==> config.mk <==
export PLATFORM = sky130hd
export DESIGN_NAME = length_prefixed_to_annexb_nal_top
export DESIGN_NICKNAME = d
export VERILOG_FILES = /design/src/hdl/annb_pkg.sv /design/src/hdl/annb_front.sv /design/src/hdl/annb_cmd_fifo.sv /design/src/hdl/annb_back.sv /design/src/hdl/length_prefixed_to_annexb_nal_top.sv
export VERILOG_INCLUDE_DIRS = /design/src /design/src/hdl
export SDC_FILE = /design/constraint.sdc
export NUM_CORES = 1
export LEC_CHECK = 0
export BUFFER_PORTS_ARGS = -buffer_cell sky130_fd_sc_hd__buf_2
export CAP_MARGIN = 20
export CORE_ASPECT_RATIO = 2
export CORE_MARGIN = 2
export CORE_UTILIZATION = 52
export CTS_CLUSTER_DIAMETER = 80
export DETAILED_ROUTE_END_ITERATION = 8
export HOLD_SLACK_MARGIN = 0.02
export PLACE_DENSITY = 0.66
export SETUP_SLACK_MARGIN = 0.05
export SLEW_MARGIN = 20
export SYNTH_ARGS = -nofsm -noshare
export SYNTH_HDL_FRONTEND = slang
export SYNTH_HIERARCHICAL = 1
export SYNTH_SLANG_ARGS = --single-unit
export TNS_END_PERCENT = 50
==> constraint.sdc <==
create_clock -name clk -period 8.7 [get_ports clk]
set_clock_uncertainty 0.05 [all_clocks]
set_input_delay 0.435 -clock clk [delete_from_list [all_inputs] [get_ports clk]]
set_output_delay 0.435 -clock clk [all_outputs]
set_load 0.01 [all_outputs]
==> src/hdl/assert_macros.svh <==
// assertion macros used by the top level rtl file
// no dependencies; each macro compiles to nothing when ASSERT_OFF is defined
`ifndef ASSERT_MACROS_SVH
`define ASSERT_MACROS_SVH

`ifndef ASSERT_OFF
`define ASSERT_CLK(lbl, clk, rstn, prop) \
  lbl: assert property (@(posedge clk) disable iff (!rstn) prop) \
    else $error("assertion failed");
`define ASSERT_NEVER(lbl, clk, rstn, expr) \
  lbl: assert property (@(posedge clk) disable iff (!rstn) !(expr)) \
    else $error("forbidden condition seen");
`else
`define ASSERT_CLK(lbl, clk, rstn, prop)
`define ASSERT_NEVER(lbl, clk, rstn, expr)
`endif

`endif

==> src/hdl/annb_pkg.sv <==
// shared types and constants of the length-prefixed to annex b converter
// no dependencies
package annb_pkg;

  localparam int MAX_LENGTH_BYTES_DEF = 4;
  localparam int CMD_DEPTH_DEF        = 4;
  localparam int LEN_W                = 3;
  localparam int HDR_W                = 3;
  localparam logic [LEN_W-1:0] LEN_RESET = 3'd4;
  localparam logic [HDR_W-1:0] HDR_SAT   = 3'd7;
  localparam logic [7:0] SC_ZERO = 8'h00;
  localparam logic [7:0] SC_ONE  = 8'h01;

  typedef enum logic [1:0] {
    CMD_PAY,
    CMD_MARK,
    CMD_START
  } cmd_kind_t;

  // one classified input byte, queued between front and back
  typedef struct packed {
    cmd_kind_t   kind;
    logic [7:0]  data;
    logic        stream_end;
    logic        truncated;
  } cmd_t;

  // one result item
  typedef struct packed {
    logic [7:0] data_byte;
    logic       has_byte;
    logic       run_last;
    logic       stream_end;
    logic       truncated;
  } res_t;

  // front parser status
  typedef struct packed {
    logic in_payload;
    logic hdr_zero;
  } front_stat_t;

  // back expander status
  typedef struct packed {
    logic start_busy;
    logic fire;
  } back_stat_t;

endpackage

==> src/hdl/annb_front.sv <==
// front parser: gathers length fields, counts payload, classifies each byte
// depends on annb_pkg
module annb_front #(
  parameter int MAX_LENGTH_BYTES = annb_pkg::MAX_LENGTH_BYTES_DEF
) (
  input  logic                         clk,
  input  logic                         rst_n,
  input  logic                         acc,
  input  logic [7:0]                   in_byte,
  input  logic                         in_is_last,
  input  logic [annb_pkg::LEN_W-1:0]   len_cfg,
  output logic                         cmd_valid,
  output annb_pkg::cmd_t               cmd,
  output annb_pkg::front_stat_t        stat
);
  import annb_pkg::*;

  localparam int NW = 8 * MAX_LENGTH_BYTES;

  logic            in_payload_r, in_payload_nxt;
  logic [HDR_W-1:0] hdr_r, hdr_nxt, hdr_inc;
  logic [NW-1:0]   nal_r, nal_nxt, nal_dec, nal_shift;
  logic [LEN_W-1:0] eff_len;

  // clamp the prefix width to 1..max
  always_comb begin
    if (len_cfg == '0) begin
      eff_len = LEN_W'(1);
    end else if (len_cfg > LEN_W'(MAX_LENGTH_BYTES)) begin
      eff_len = LEN_W'(MAX_LENGTH_BYTES);
    end else begin
      eff_len = len_cfg;
    end
  end

  assign nal_dec   = nal_r - NW'(1);
  assign nal_shift = (nal_r << 8) | NW'(in_byte);
  assign hdr_inc   = (hdr_r < HDR_SAT) ? hdr_r + HDR_W'(1) : hdr_r;

  // classify the accepted byte and work out the next parser state
  always_comb begin
    in_payload_nxt = in_payload_r;
    hdr_nxt        = hdr_r;
    nal_nxt        = nal_r;
    cmd_valid      = 1'b0;
    cmd.kind       = CMD_PAY;
    cmd.data       = in_byte;
    cmd.stream_end = 1'b0;
    cmd.truncated  = 1'b0;
    if (acc) begin
      if (in_payload_r) begin
        cmd_valid = 1'b1;
        if (in_is_last) begin
          cmd.stream_end = 1'b1;
          cmd.truncated  = (nal_dec != '0);
          in_payload_nxt = 1'b0;
          hdr_nxt        = '0;
          nal_nxt        = '0;
        end else begin
          nal_nxt = nal_dec;
          if (nal_dec == '0) begin
            in_payload_nxt = 1'b0;
            hdr_nxt        = '0;
          end
        end
      end else if (in_is_last) begin
        // header cut off or complete at stream end: end marker only
        cmd_valid      = 1'b1;
        cmd.kind       = CMD_MARK;
        cmd.data       = SC_ZERO;
        cmd.stream_end = 1'b1;
        hdr_nxt        = '0;
        nal_nxt        = '0;
      end else if (hdr_inc < eff_len) begin
        hdr_nxt = hdr_inc;
        nal_nxt = nal_shift;
      end else begin
        cmd_valid      = 1'b1;
        cmd.kind       = CMD_START;
        hdr_nxt        = '0;
        nal_nxt        = nal_shift;
        in_payload_nxt = (nal_shift != '0);
      end
    end
  end

  // parser state
  always_ff @(posedge clk) begin
    if (!rst_n) begin
      in_payload_r <= 1'b0;
      hdr_r        <= '0;
      nal_r        <= '0;
    end else begin
      in_payload_r <= in_payload_nxt;
      hdr_r        <= hdr_nxt;
      nal_r        <= nal_nxt;
    end
  end

  assign stat.in_payload = in_payload_r;
  assign stat.hdr_zero   = (hdr_r == '0);

endmodule

==> src/hdl/annb_cmd_fifo.sv <==
// short command queue between front parser and back expander
// depends on annb_pkg
module annb_cmd_fifo #(
  parameter int DEPTH = annb_pkg::CMD_DEPTH_DEF
) (
  input  logic            clk,
  input  logic            rst_n,
  input  logic            wr_en,
  input  annb_pkg::cmd_t  wr_cmd,
  input  logic            rd_en,
  output annb_pkg::cmd_t  rd_cmd,
  output logic            full,
  output logic            empty
);
  import annb_pkg::*;

  localparam int AW = (DEPTH > 1) ? $clog2(DEPTH) : 1;
  localparam int CW = $clog2(DEPTH + 1);

  cmd_t          mem [DEPTH];
  logic [AW-1:0] wp_r, rp_r;
  logic [CW-1:0] cnt_r;

  // storage
  always_ff @(posedge clk) begin
    if (wr_en) begin
      mem[wp_r] <= wr_cmd;
    end
  end

  // pointers and fill count
  always_ff @(posedge clk) begin
    if (!rst_n) begin
      wp_r  <= '0;
      rp_r  <= '0;
      cnt_r <= '0;
    end else begin
      if (wr_en) begin
        wp_r <= (wp_r == AW'(DEPTH - 1)) ? '0 : wp_r + AW'(1);
      end
      if (rd_en) begin
        rp_r <= (rp_r == AW'(DEPTH - 1)) ? '0 : rp_r + AW'(1);
      end
      if (wr_en && !rd_en) begin
        cnt_r <= cnt_r + CW'(1);
      end else if (rd_en && !wr_en) begin
        cnt_r <= cnt_r - CW'(1);
      end
    end
  end

  assign rd_cmd = mem[rp_r];
  assign full   = (cnt_r == CW'(DEPTH));
  assign empty  = (cnt_r == '0);

endmodule

==> src/hdl/annb_back.sv <==
// back expander: turns queued commands into result items, a start code into
// four items 00 00 00 01; holds the output register; depends on annb_pkg
module annb_back (
  input  logic                  clk,
  input  logic                  rst_n,
  input  annb_pkg::cmd_t        head,
  input  logic                  head_valid,
  output logic                  head_pop,
  input  logic                  out_pop,
  output logic                  out_valid,
  output annb_pkg::res_t        res,
  output annb_pkg::back_stat_t  stat
);
  import annb_pkg::*;

  logic [1:0] idx_r, idx_nxt;
  logic       valid_r;
  res_t       res_r, res_nxt;
  logic       fire;

  // a head command waits and the output slot is free or being emptied this cycle
  assign fire = head_valid && (!valid_r || out_pop);

  // build the next result from the head command
  always_comb begin
    res_nxt  = '0;
    idx_nxt  = idx_r;
    head_pop = 1'b0;
    unique case (head.kind)
      CMD_PAY: begin
        res_nxt.data_byte  = head.data;
        res_nxt.has_byte   = 1'b1;
        res_nxt.run_last   = 1'b1;
        res_nxt.stream_end = head.stream_end;
        res_nxt.truncated  = head.truncated;
        head_pop           = fire;
      end
      CMD_MARK: begin
        res_nxt.run_last   = 1'b1;
        res_nxt.stream_end = 1'b1;
        head_pop           = fire;
      end
      CMD_START: begin
        res_nxt.data_byte = (idx_r == 2'd3) ? SC_ONE : SC_ZERO;
        res_nxt.has_byte  = 1'b1;
        res_nxt.run_last  = (idx_r == 2'd3);
        head_pop          = fire && (idx_r == 2'd3);
        if (fire) begin
          idx_nxt = idx_r + 2'd1;
        end
      end
      default: begin
        head_pop = fire;
      end
    endcase
  end

  // output register and start code position
  always_ff @(posedge clk) begin
    if (!rst_n) begin
      idx_r   <= '0;
      valid_r <= 1'b0;
    end else begin
      idx_r <= idx_nxt;
      if (fire) begin
        valid_r <= 1'b1;
      end else if (out_pop) begin
        valid_r <= 1'b0;
      end
    end
  end

  always_ff @(posedge clk) begin
    if (fire) begin
      res_r <= res_nxt;
    end
  end

  assign out_valid       = valid_r;
  assign res             = res_r;
  assign stat.start_busy = (idx_r != 2'd0);
  assign stat.fire       = fire;

endmodule

==> src/hdl/length_prefixed_to_annexb_nal_top.sv <==
// top level of the length-prefixed to annex b nal converter
// depends on annb_pkg, annb_front, annb_cmd_fifo, annb_back, assert_macros.svh

// Converts a byte stream of NAL units with big-endian length prefixes
// (cfg_data sets 1..4 prefix bytes, reset 4, 0 acts as 1) into Annex B form:
// every length field completed before stream end produces 00 00 00 01, then
// the payload bytes pass through. A payload byte or end marker makes one result
// item, a start code four items, a length byte that completes nothing none; the
// input side takes one byte every cycle until the command queue (CMD_DEPTH
// entries) fills, as it can behind a start code or a stalled result side. The
// configuration port is always ready and must only be written while the block
// has no results pending. A stream cut inside a payload ends with truncated set
// on the stream_end result; after stream end the parser is back at its reset state.
`include "assert_macros.svh"

module length_prefixed_to_annexb_nal_top #(
  parameter int MAX_LENGTH_BYTES = annb_pkg::MAX_LENGTH_BYTES_DEF,
  parameter int CMD_DEPTH        = annb_pkg::CMD_DEPTH_DEF
) (
  input  logic                        clk,
  input  logic                        rst_n,
  input  logic                        push,
  output logic                        full,
  input  logic [7:0]                  in_byte,
  input  logic                        in_is_last,
  output logic                        empty,
  input  logic                        pop,
  output logic [7:0]                  out_data_byte,
  output logic                        out_has_byte,
  output logic                        out_run_last,
  output logic                        out_stream_end,
  output logic                        out_truncated,
  input  logic                        cfg_valid,
  output logic                        cfg_ready,
  input  logic [annb_pkg::LEN_W-1:0]  cfg_data
);
  import annb_pkg::*;

  logic [LEN_W-1:0] len_r;
  logic             acc;
  logic             cmd_valid;
  cmd_t             cmd, head;
  logic             q_full, q_empty, head_pop;
  logic             out_valid;
  res_t             res;
  front_stat_t      fstat;
  back_stat_t       bstat;

  // configuration register
  assign cfg_ready = 1'b1;
  always_ff @(posedge clk) begin
    if (!rst_n) begin
      len_r <= LEN_RESET;
    end else if (cfg_valid && cfg_ready) begin
      len_r <= cfg_data;
    end
  end

  assign acc  = push && !q_full;
  assign full = q_full;

  annb_front #(
    .MAX_LENGTH_BYTES(MAX_LENGTH_BYTES)
  ) u_front (
    .clk       (clk),
    .rst_n     (rst_n),
    .acc       (acc),
    .in_byte   (in_byte),
    .in_is_last(in_is_last),
    .len_cfg   (len_r),
    .cmd_valid (cmd_valid),
    .cmd       (cmd),
    .stat      (fstat)
  );

  annb_cmd_fifo #(
    .DEPTH(CMD_DEPTH)
  ) u_fifo (
    .clk   (clk),
    .rst_n (rst_n),
    .wr_en (cmd_valid),
    .wr_cmd(cmd),
    .rd_en (head_pop),
    .rd_cmd(head),
    .full  (q_full),
    .empty (q_empty)
  );

  annb_back u_back (
    .clk       (clk),
    .rst_n     (rst_n),
    .head      (head),
    .head_valid(!q_empty),
    .head_pop  (head_pop),
    .out_pop   (pop),
    .out_valid (out_valid),
    .res       (res),
    .stat      (bstat)
  );

  // result ports
  assign empty          = !out_valid;
  assign out_data_byte  = res.data_byte;
  assign out_has_byte   = res.has_byte;
  assign out_run_last   = res.run_last;
  assign out_stream_end = res.stream_end;
  assign out_truncated  = res.truncated;

  // checks
  `ASSERT_CLK(a_end_clears, clk, rst_n, (acc && in_is_last) |=> (!fstat.in_payload && fstat.hdr_zero))
  `ASSERT_CLK(a_start_head, clk, rst_n, bstat.start_busy |-> (!q_empty && head.kind == CMD_START))
  `ASSERT_CLK(a_marker_form, clk, rst_n, (out_valid && !res.has_byte) |-> (res.data_byte == SC_ZERO && res.stream_end && res.run_last && !res.truncated))
  `ASSERT_NEVER(a_fire_no_head, clk, rst_n, bstat.fire && q_empty)

endmodule

## Word level (Yosys, flattened, before mapping)

Memory sizes are Yosys's and may differ from the RTL's. A register that Yosys moved wholly into a read port is not among the register bits.
Cells that the tools add are included.
Widths: inputs -> output; s select.

- Bits in writable memories: 48
- Input bits: 17
- Flip-flop bits (word level): 61
- Memories: 1

- Bitwise logic cells: 1
- Magnitude comparators: 3
- Reduce and logical (&&, ||, !) cells: 22
- $add $sub $neg: 7
- Multiplexer cells: 43
- Equal/unequal tests: 7

Memories:

| name | words | width | rd ports | clocked after memory_dff | write ports | line | source |
|---|---|---|---|---|---|---|---|
| u_fifo.mem | 4 | 12 | 1 | 1 | 1 | annb_cmd_fifo.sv:20 | `cmd_t mem [DEPTH];` |

Operators with widths:

| operator | number |
|---|---|
| $mux 32 | 3 |
| $reduce_bool 32->1 | 2 |
| $logic_not 32->1 | 1 |
| $or 32x8->32 | 1 |
| $sub 32x1->32 const B | 1 |
| $mux 3 | 10 |
| $pmux 9 s2 | 1 |
| $mux 1 | 17 |
| $mux 2 | 7 |
| $mux 12 | 1 |
| $mux 10 | 1 |
| $mux 9 | 1 |
| $eq 2x2->1 const B | 4 |
| $add 2x1->2 const B | 3 |
| $add 3x1->3 const B | 2 |
| $logic_not 3->1 | 2 |
| $logic_and 1x1->1 | 5 |
| $logic_not 1->1 | 5 |
| $pmux 1 s2 | 2 |
| $reduce_and 2->1 | 2 |
| $reduce_bool 2->1 | 2 |
| $eq 3x3->1 const B | 1 |
| $gt 3x3->1 const B | 1 |
| $lt 3x3->1 | 1 |
| other kinds (7) | 7 |

## Depth between registers and ports, before layout

Gate-level depths: netlist of run 1.

- Depth after elaboration: 12
- Depth in mapped cells: 15
- Mapped depth without buffers: 15

## Hierarchy

Netlist of run 1, hierarchy kept.

By module, submodules not included:

| module | seq. area each (um2) | times used | area each (um2) | cells an instance |
|---|---|---|---|---|
| annb_front | 720.7 | 1 | 3041.7 | 420 |
| annb_cmd_fifo | 1621.6 | 1 | 2193.4 | 106 |
| annb_back | 420.4 | 1 | 643.1 | 50 |
| length_prefixed_to_annexb_nal_top | 60.1 | 1 | 131.4 | 14 |

## Worst setup path before layout of run 1

Ideal clock, no wire load.

- Kind: reg2reg
- Start: register u_front.hdr_r[0]
- End: register u_fifo.cnt_r[2]
- Slack: 5.499 ns
- Stages on the path, launching flop included: 16
- Data arrival time: 3.076 ns
- Setup time: 0.076 ns
- Path through: dfxtp_1 inv_1 ha_1 a31o_2 ha_1 o31a_1 o21ai_0 nand2b_1 nor3_1 nor2b_1 ha_1 inv_1 fa_1 xor2_1 or3_1 a21boi_0

- Cells in the longest elaborated chain, start to end: 10
- Elaborated cells on any way between the ends: 13
- Those cells by class: add/sub (1); order compare (2); mux (6); reduce/logical (4)

RTL lines:

| what | line | source |
|---|---|---|
| start, declared | annb_front.sv:21 | `logic [HDR_W-1:0] hdr_r, hdr_nxt, hdr_inc;` |
| start signal, assigned | annb_front.sv:95 | `hdr_r <= hdr_nxt;` |
| $add 3x1->3 / $lt 3x3->1 (equally long branches) | annb_front.sv:38 | `assign hdr_inc = (hdr_r < HDR_SAT) ? hdr_r + HDR_W'(1) : hdr_r;` |
| $mux 3 * | annb_front.sv:38 |  |
| $lt 3x3->1 * | annb_front.sv:74 | `end else if (hdr_inc < eff_len) begin` |
| $mux 1 * | annb_front.sv:74 |  |
| $mux 1 * | annb_front.sv:66 | `end else if (in_is_last) begin` |
| $mux 1 * | annb_front.sv:51 | `if (in_payload_r) begin` |
| $mux 1 * | annb_front.sv:50 | `if (acc) begin` |
| via cmd_valid | length_prefixed_to_annexb_nal_top.sv:41 | `logic cmd_valid;` |
| $logic_not 1->1 | annb_cmd_fifo.sv:46 | `end else if (rd_en && !wr_en) begin` |
| $logic_and 1x1->1 | annb_cmd_fifo.sv:46 |  |
| $reduce_bool 2->1 (no source line) | -- |  |
| end signal, assigned | annb_cmd_fifo.sv:45 | `cnt_r <= cnt_r + CW'(1);` |
| end signal, assigned | annb_cmd_fifo.sv:47 | `cnt_r <= cnt_r - CW'(1);` |
| end, declared | annb_cmd_fifo.sv:22 | `logic [CW-1:0] cnt_r;` |

The timed path passes the listed nets; every way through them passes the cells marked *.
A chain may end at the register's enable or synchronous reset.

## Final worst setup path of run 1

Ends and elaborated chain as after synthesis.

==> flow_summary.ini, run 1 <==
[min_path]
holdCritPathClass = in -> reg

[layout]
final_common_cell = edfxtp_1
layout_common_cells = 60 x edfxtp_1, 50 x dfxtp_1, 42 x inv_1, 42 x and2_1, 40 x nand2_1
fin_util_pct = 57.8
syn_to_final_growth_pct = 9.09
antenna-diode-count = 0
drive_gt1_share_pct = 13.6
nets = 632
final_cells = 747
post-route-cell-area_um2 = 6530

[setup_path]
required_ns = 8.93
crit_path_frequent_cell = ha_1
cp_max_fo = 7
cpLargestDelayFamily = adder cells
critPathLaunchType = flop
rrSetupSlack_ns = 5.09
crit_chain = inv_1, ha_1, a31o_2, ha_1, o31a_1, o21ai_0, nand2b_1, nor3_1, nor2b_1, ha_1, inv_1, fa_1, xor2_1, or3_1, a21boi_0
slowest_stage = nor2b_1
crit_arrival_ns = 3.84
critPathMaxStageDelay_ns = 0.45
critPathKind = reg -> reg
cp-end-kind = flop
timing.critical_path.buf_inv = 2

[route]
via_per_inst = 6.17
dr.pass1.iters = 5
totalWireLength_um = 14800
wire_per_inst_um = 19.9
postRouteAntennaNets = 0
vias = 4608
drc = 0
drt_iter0_markers = 276

[power_and_ir_drop]
switching_share_pct = 35.7
p_int_uw = 1140
power_switching_uw = 630
p_seq_share_pct = 40.3
pwr-share-clk_pct = 24.5
p_leak_uw = 0.00239
power_density_nw_per_um2 = 271
irDropWorstVdd_mv = 0.145
p_comb_share_pct = 35.3

[clock_tree]
postCtsSetupBuffers = 0
cts.htree.levels = 3
cts_sinks = 111
cts-root-buf = clkbuf_16
cts_hold_buf = 0
worstSkewPairLatency_ns = 0.35
clkTransAtPathRegs_ns = 0.08
cts_resized = 0
clockBufferDepth = 2
cts_tree = built
tritoncts.num_buffers = 9

[floorplan]
start_util_pct = 53.0
dieArea_um2 = 12400
row_count = 55
io_pins = 32
fp.coreArea_um2 = 11300
chipHeight_um = 156
die_w_um = 79.9

[timing]
fmax_ghz = 0.277
hold_viol_final = 0
slew_violations = 0
tightest_slew_ns = 0.900
layout_min_cycle_time_ns = 3.61
setup_tns_ns = 0
rsz0062_at_grt = false
slew_headroom_pct = 40.0
finalCritPeriodShare_pct = 41.5
setup_viol = 0

[place]
place_congestion = 0.905
dp_cells = 731
io_buffers = 30
placed_area_um2 = 6210
dp_hpwl_um = 10700

[grt]
grt_pass1_vias = 4619
antenna_found_initial = 0
grt_usage_pct = 24.8
grt_overflow = 0
grt_max_degree = 85
grt_pass1_wl_um = 23500

[status]
status = complete, no violations

[synth]
synth_nets = 618
synth_cells = 586
syn_area_per_cell_um2 = 10.2
yosysWarningCount = 6
netlist_area_um2 = 5980

[job]
max-cap-violations = 0
metrics by stage:
| stage | power [µW] | hold slack (ns) | worst slack, ns |
|---|---|---|---|
| after floorplan | 1170 | 0.401 | 5.50 |
| after global placement | 1320 | 0.410 | 5.34 |
| after detailed placement | 1350 | 0.426 | 5.12 |
| after CTS | 1780 | 0.253 | 5.08 |
| after global routing | 1870 | 0.255 | 4.75 |
| final | 1770 | 0.259 | 5.09 |
worst min-delay path, cell delays in order:
cell and delay, ns:
buf_2 0.07, mux2i_1 0.06, nand2_1 0.06
per-layer routing:
layer	routed length, µm	share of wire (%)	track usage, %	up-vias
met2	8200	55	46.5	129
met3	495	3.3	3.13	51
met1	5310	36	25.1	2243
met5	0	0	0	-
met4	841	5.7	15.1	0
li1	-	-	-	2185
power groups by stage:
| stage | registers (µW) | clock network (µW) | logic [µW] |
|---|---|---|---|
| 2_1_floorplan | 708 | 0 | 462 |
| 3_3_place_gp | 719 | 0 | 601 |
| 3_5_place_dp | 725 | 0 | 620 |
| 4_1_cts | 714 | 447 | 623 |
| 5_1_grt | 724 | 462 | 683 |
| 6_report | 712 | 433 | 623 |
area by class of cell:
cell class | instances | area, µm²
sequential | 111 | 2820
timing repair buffer | 33 | 173
fill | 991 | 4760
multi-input combinational | 403 | 2880
clock buffer | 9 | 225
tap | 142 | 178
inverter | 42 | 158
clock inverter | 7 | 92.6
path summary, 6_finish.rpt:
| check | from | endpoint | cells after the start |
|---|---|---|---|
| worst max-delay path | u_front/hdr_r[0] | u_fifo/cnt_r[2] | 15 |
| worst min-delay path | cfg_data[2] | len_r[2] | 3 |
| worst max register to register | u_front/hdr_r[0] | u_fifo/cnt_r[2] | 15 |
| worst min register to register | u_back/idx_r[0] | u_back/idx_r[0] | 2 |
sequential cells by signal, indices dropped and copies added (netlist names), named ones only:
register	count
u_front/hdr_r	3
u_fifo/wp_r	2
u_back/out_valid	1
u_fifo/cnt_r	3
u_back/idx_r	2
u_front/nal_r	32
len_r	3
u_fifo/mem	48
u_fifo/rp_r	2
u_back/res	12
u_front/in_payload_r	1
No activity file was read; power rests on OpenSTA's default activity.
==> inputs of run 2 (changes only) <==
Settings changed: PLACE_DENSITY 0.66 to 0.68.
Clock period 8.7 ns to 3.3 ns, I/O delays scaled along.
==> run 2 against run 1 <==
Register-to-register slack got worse by 4.8 ns. Non-clock buffer count up 20. Global-route usage decreased by 0.48 points. Critical path type unchanged. Critical endpoint unchanged. Largest cell class unchanged. Largest power group unchanged.
==> flow_summary.ini, run 2 (same netlist as run 1, synthesis figures left out) <==
[status]
status = complete, no violations

[setup_path]
slowest_stage = dfxtp_2
timing.critical_path.buf_inv = 2
cp-end-kind = flop
crit_cells = 15
r2r_start = u_front/hdr_r[0]
critPathKind = reg -> reg
critPathMaxStageDelay_ns = 0.37
cp_max_fo = 5
rrSetupSlack_ns = 0.24
crit_chain = inv_1, ha_1, a31o_2, ha_1, o31a_1, o21ai_0, nand2b_1, nor3_1, nor2b_1, ha_2, inv_1, fa_2, xor2_1, or3_1, a21boi_1
critPathLaunchType = flop
required_ns = 3.53
cpLargestDelayFamily = adder cells
crit_arrival_ns = 3.28
ff2ff_path_depth = 15
r2r-end = u_fifo/cnt_r[2]

[clock_tree]
cts.htree.levels = 3
cts_sinks = 111
cts-root-buf = clkbuf_16
cts_tree = built
clockBufferDepth = 2
clkTransAtPathRegs_ns = 0.07
tritoncts.num_buffers = 9
worstSkewPairLatency_ns = 0.35

[layout]
final_cells = 767
drive_gt1_share_pct = 17.0
syn_to_final_growth_pct = 11.7
nets = 652
antenna-diode-count = 0
layout_common_cells = 60 x edfxtp_1, 48 x dfxtp_1, 42 x inv_1, 42 x and2_1, 40 x nand2_1
multi_input_area_um2 = 2890
regMostFlops = u_fifo/mem
final_common_cell = edfxtp_1
fill_cells = 984
seq_area_um2 = 2830
largest_reg_flops = 48

[power_and_ir_drop]
power_density_nw_per_um2 = 705
power_uw = 4710
irDropWorstVdd_mv = 0.400
p_leak_uw = 0.00248

[timing]
setup_viol = 0
slew_headroom_pct = 40.4
rsz0062_at_grt = false
hold_viol_final = 0
finalCritPeriodShare_pct = 92.6
layout_min_cycle_time_ns = 3.06
setup_tns_ns = 0
finalWorstSetupSlack_ns = 0.245
fmax_ghz = 0.327
slew_violations = 0
tightest_slew_ns = 0.895

[grt]
antenna_found_initial = 0
grt_pass1_wl_um = 23200
grt_usage_pct = 24.3
grt_overflow = 0
grt_max_degree = 85
grt_pass1_vias = 4637

[place]
preCtsSetupSlack_ns = 0.121
dp_cells = 749
dp_hpwl_um = 10400
place_congestion = 1.02
io_buffers = 30

[min_path]
worstHoldPathCells = 3
hold_end = len_r[0]
min-delay-start = cfg_data[0]
holdCritPathClass = in -> reg

[route]
drt_iter0_markers = 243
vias = 4635
wire_per_inst_um = 18.7
drc = 0
totalWireLength_um = 14300
dr.pass1.iters = 4
via_per_inst = 6.04
postRouteAntennaNets = 0

[job]
max-cap-violations = 0

[floorplan]
start_util_pct = 53.0
io_pins = 32
chipHeight_um = 156
die_w_um = 79.9
fp.coreArea_um2 = 11300
row_count = 55
dieArea_um2 = 12400
[run 2: where the power goes]
group,internal (µW),switching (µW),total [µW]
combinational,750,1010,1760
sequential,1710,119,1830
clock,605,525,1130
[run 2: what timing repair did]
item,in CTS,in global routing
gates resized for setup,0,6
setup endpoints to repair,0,10
hold buffers,1,0
buffers inserted,0,1
endpoints found under the hold margin,1,0
[run 2: worst reg2reg max path, delay by kind of cell, from the launching register on]
family	cells	cell delay (ns)
AOI/OAI and AO/OA	4	0.56
xor gates and xnor gates	1	0.15
adders and majority gates	4	1.11
buffers and inverters	2	0.11
DFF	1	0.37
and+or+nand+nor	4	0.64
[run 2: layout make-up]
type	instances	area share [%]
flip-flops and latches	111	42.3
multi-input cells	403	43.2
clock inverters	7	1.29
inverters	42	2.36
well taps	142	2.66
clock buffers	9	3.37
repair buffers	53	4.86
[run 2: routing by layer]
| metal | vias to the layer above | wire [µm] | GRT usage, % |
|---|---|---|---|
| li1 | 2235 | - | - |
| met1 | 2252 | 5160 | 24.7 |
| met4 | 0 | 674 | 12.4 |
| met3 | 42 | 408 | 3.59 |
| met2 | 106 | 8090 | 46.3 |
| met5 | - | 0 | 0 |
[run 2: worst max-delay path by stage]
stage | from | endpoint | slack [ns]
final | u_front/hdr_r[0] | u_fifo/cnt_r[2] | 0.24
after detailed placement | u_front/hdr_r[0] | u_fifo/cnt_r[2] | 0.12
after CTS | u_front/hdr_r[0] | u_fifo/cnt_r[2] | 0.09
after floorplan | u_front/hdr_r[0] | u_fifo/cnt_r[2] | 0.1
after global routing | u_front/hdr_r[0] | u_fifo/cnt_r[2] | 0.02
after global placement | u_front/hdr_r[0] | u_fifo/cnt_r[2] | 0.23
[run 2: stage by stage]
| stage | hold WS (ns) | cell area (µm²) | utilization, % |
|---|---|---|---|
| after global placement | 0.336 | 6350 | 56.2 |
| after CTS | 0.0290 | 6670 | 59.1 |
| after floorplan | 0.177 | 5980 | - |
| after detailed placement | 0.359 | 6350 | 56.2 |
| final | 0.0348 | 6690 | 59.3 |
| after global routing | 0.0535 | 6690 | 59.3 |
==> inputs of run 3 (changes only) <==
Settings changed: CELL_PAD_IN_SITES_DETAIL_PLACEMENT set to 1, CELL_PAD_IN_SITES_GLOBAL_PLACEMENT set to 1, CORE_ASPECT_RATIO 2 to unset, CORE_UTILIZATION 52 to 44, PLACE_DENSITY 0.68 to 0.72.
==> run 3 against run 2 <==
Combinational power is 3% higher. Global-route usage shrank 1.4 points. Non-clock buffer count increased by 9. First-iteration DRC count rose by 18%. Total power rose by 2.1%. Die area grew 17%. Register-to-register slack worse by 0.07 ns. Worst setup slack got worse by 0.075 ns. Critical endpoint unchanged.
==> flow_summary.ini, run 3 (same netlist as run 1, synthesis figures left out) <==
[status]
status = complete, no violations

[clock_tree]
cts-root-buf = clkbuf_16
tritoncts.num_buffers = 9
cts.htree.levels = 3
clkTransAtPathRegs_ns = 0.08
cts_sinks = 111
clockBufferDepth = 2
cts_tree = built
worstSkewPairLatency_ns = 0.36

[timing]
finalCritPeriodShare_pct = 94.9
tightest_slew_ns = 0.908
hold_viol_final = 0
rsz0062_at_grt = true
slew_headroom_pct = 39.5
fmax_ghz = 0.319
setup_tns_ns = 0
slew_violations = 0
layout_min_cycle_time_ns = 3.13
setup_viol = 0
finalWorstSetupSlack_ns = 0.170

[power_and_ir_drop]
p_leak_uw = 0.00255
irDropWorstVdd_mv = 0.246
power_density_nw_per_um2 = 703

[layout]
nets = 661
regMostFlops = u_fifo/mem
syn_to_final_growth_pct = 14.3
fin_util_pct = 51.7
final_cells = 810
largest_reg_flops = 48
antenna-diode-count = 0
layout_common_cells = 60 x edfxtp_1, 48 x dfxtp_1, 42 x inv_1, 42 x and2_1, 40 x nand2_1
final_common_cell = edfxtp_1
fill_cells = 1493
drive_gt1_share_pct = 18.9

[job]
max-cap-violations = 0

[route]
totalWireLength_um = 15900
vias = 4715
postRouteAntennaNets = 0
drc = 0
via_per_inst = 5.82
drt_iter0_markers = 286
wire_per_inst_um = 19.7
dr.pass1.iters = 5

[setup_path]
cp_max_fo = 4
required_ns = 3.54
crit_arrival_ns = 3.37
critPathKind = reg -> reg
critPathLaunchType = flop
cp-end-kind = flop

[grt]
grt_max_degree = 55
grt_usage_pct = 22.9
antenna_found_initial = 0
grt_pass1_vias = 4871
grt_overflow = 0
grt_pass1_wl_um = 25800

[min_path]
holdCritPathClass = in -> reg

[place]
preCtsSetupSlack_ns = 0.0359
place_congestion = 0.889
io_buffers = 30
dp_cells = 788
dp_hpwl_um = 11200

[floorplan]
start_util_pct = 45.2
chipHeight_um = 121
dieArea_um2 = 14600
die_w_um = 121
io_pins = 32
fp.coreArea_um2 = 13200
row_count = 42
## run 3: layer usage
metal	vias to the layer above	GRT usage (%)	wire, µm
li1	2246	-	-
met5	-	0	0
met4	0	8.65	349
met2	79	42.0	8400
met3	25	2.22	435
met1	2365	27.6	6750
## run 3: critical path, stage by stage (launching register included)
cell	delay, ns
dfxtp_4	0.37
inv_1	0.06
ha_1	0.30
a31o_4	0.22
ha_4	0.25
o31a_1	0.12
o21ai_0	0.08
nand2b_1	0.12
nor3_2	0.07
nor2b_2	0.15
ha_2	0.18
inv_1	0.05
fa_2	0.37
xor2_2	0.15
or3_1	0.38
a21boi_1	0.12
## run 3: cell type report
cell class | instances | area, µm² | share of cell area, %
tap | 176 | 220 | 3.22
multi-input combinational | 403 | 2930 | 42.8
inverter | 42 | 158 | 2.30
timing repair buffer | 62 | 393 | 5.74
clock buffer | 9 | 225 | 3.29
clock inverter | 7 | 83.8 | 1.23
sequential | 111 | 2830 | 41.4
## run 3: stage by stage
stage	instance area (µm²)	total power (µW)	hold slack, ns
after floorplan	5980	3080	0.177
after global placement	6430	3550	0.344
after detailed placement	6430	3630	0.348
after CTS	6750	4820	0.0202
after global routing	6840	5090	0.0331
final	6840	4810	0.0262
## run 3: report_power, final
group | internal, µW | switching, µW
Sequential | 1710 | 133
Combinational | 779 | 1030
Clock | 606 | 551
## run 3: path summary, 6_finish.rpt
kind | depth (start not counted) | from | endpoint | slack (ns)
hold reg to reg | 2 | u_back/idx_r[0] | u_back/idx_r[0] | 0.44
setup reg to reg | 15 | u_front/hdr_r[1] | u_fifo/cnt_r[2] | 0.17
hold / removal | 3 | cfg_data[0] | len_r[0] | 0.03
setup / recovery | 15 | u_front/hdr_r[1] | u_fifo/cnt_r[2] | 0.17
## run 3: repair_timing
action,4_1_cts,5_1_grt
hold endpoints to repair,1,0
gates resized for setup,2,12
pin swaps,0,6
hold buffers,1,0
endpoints found under the setup margin,1,10
buffers inserted,0,5
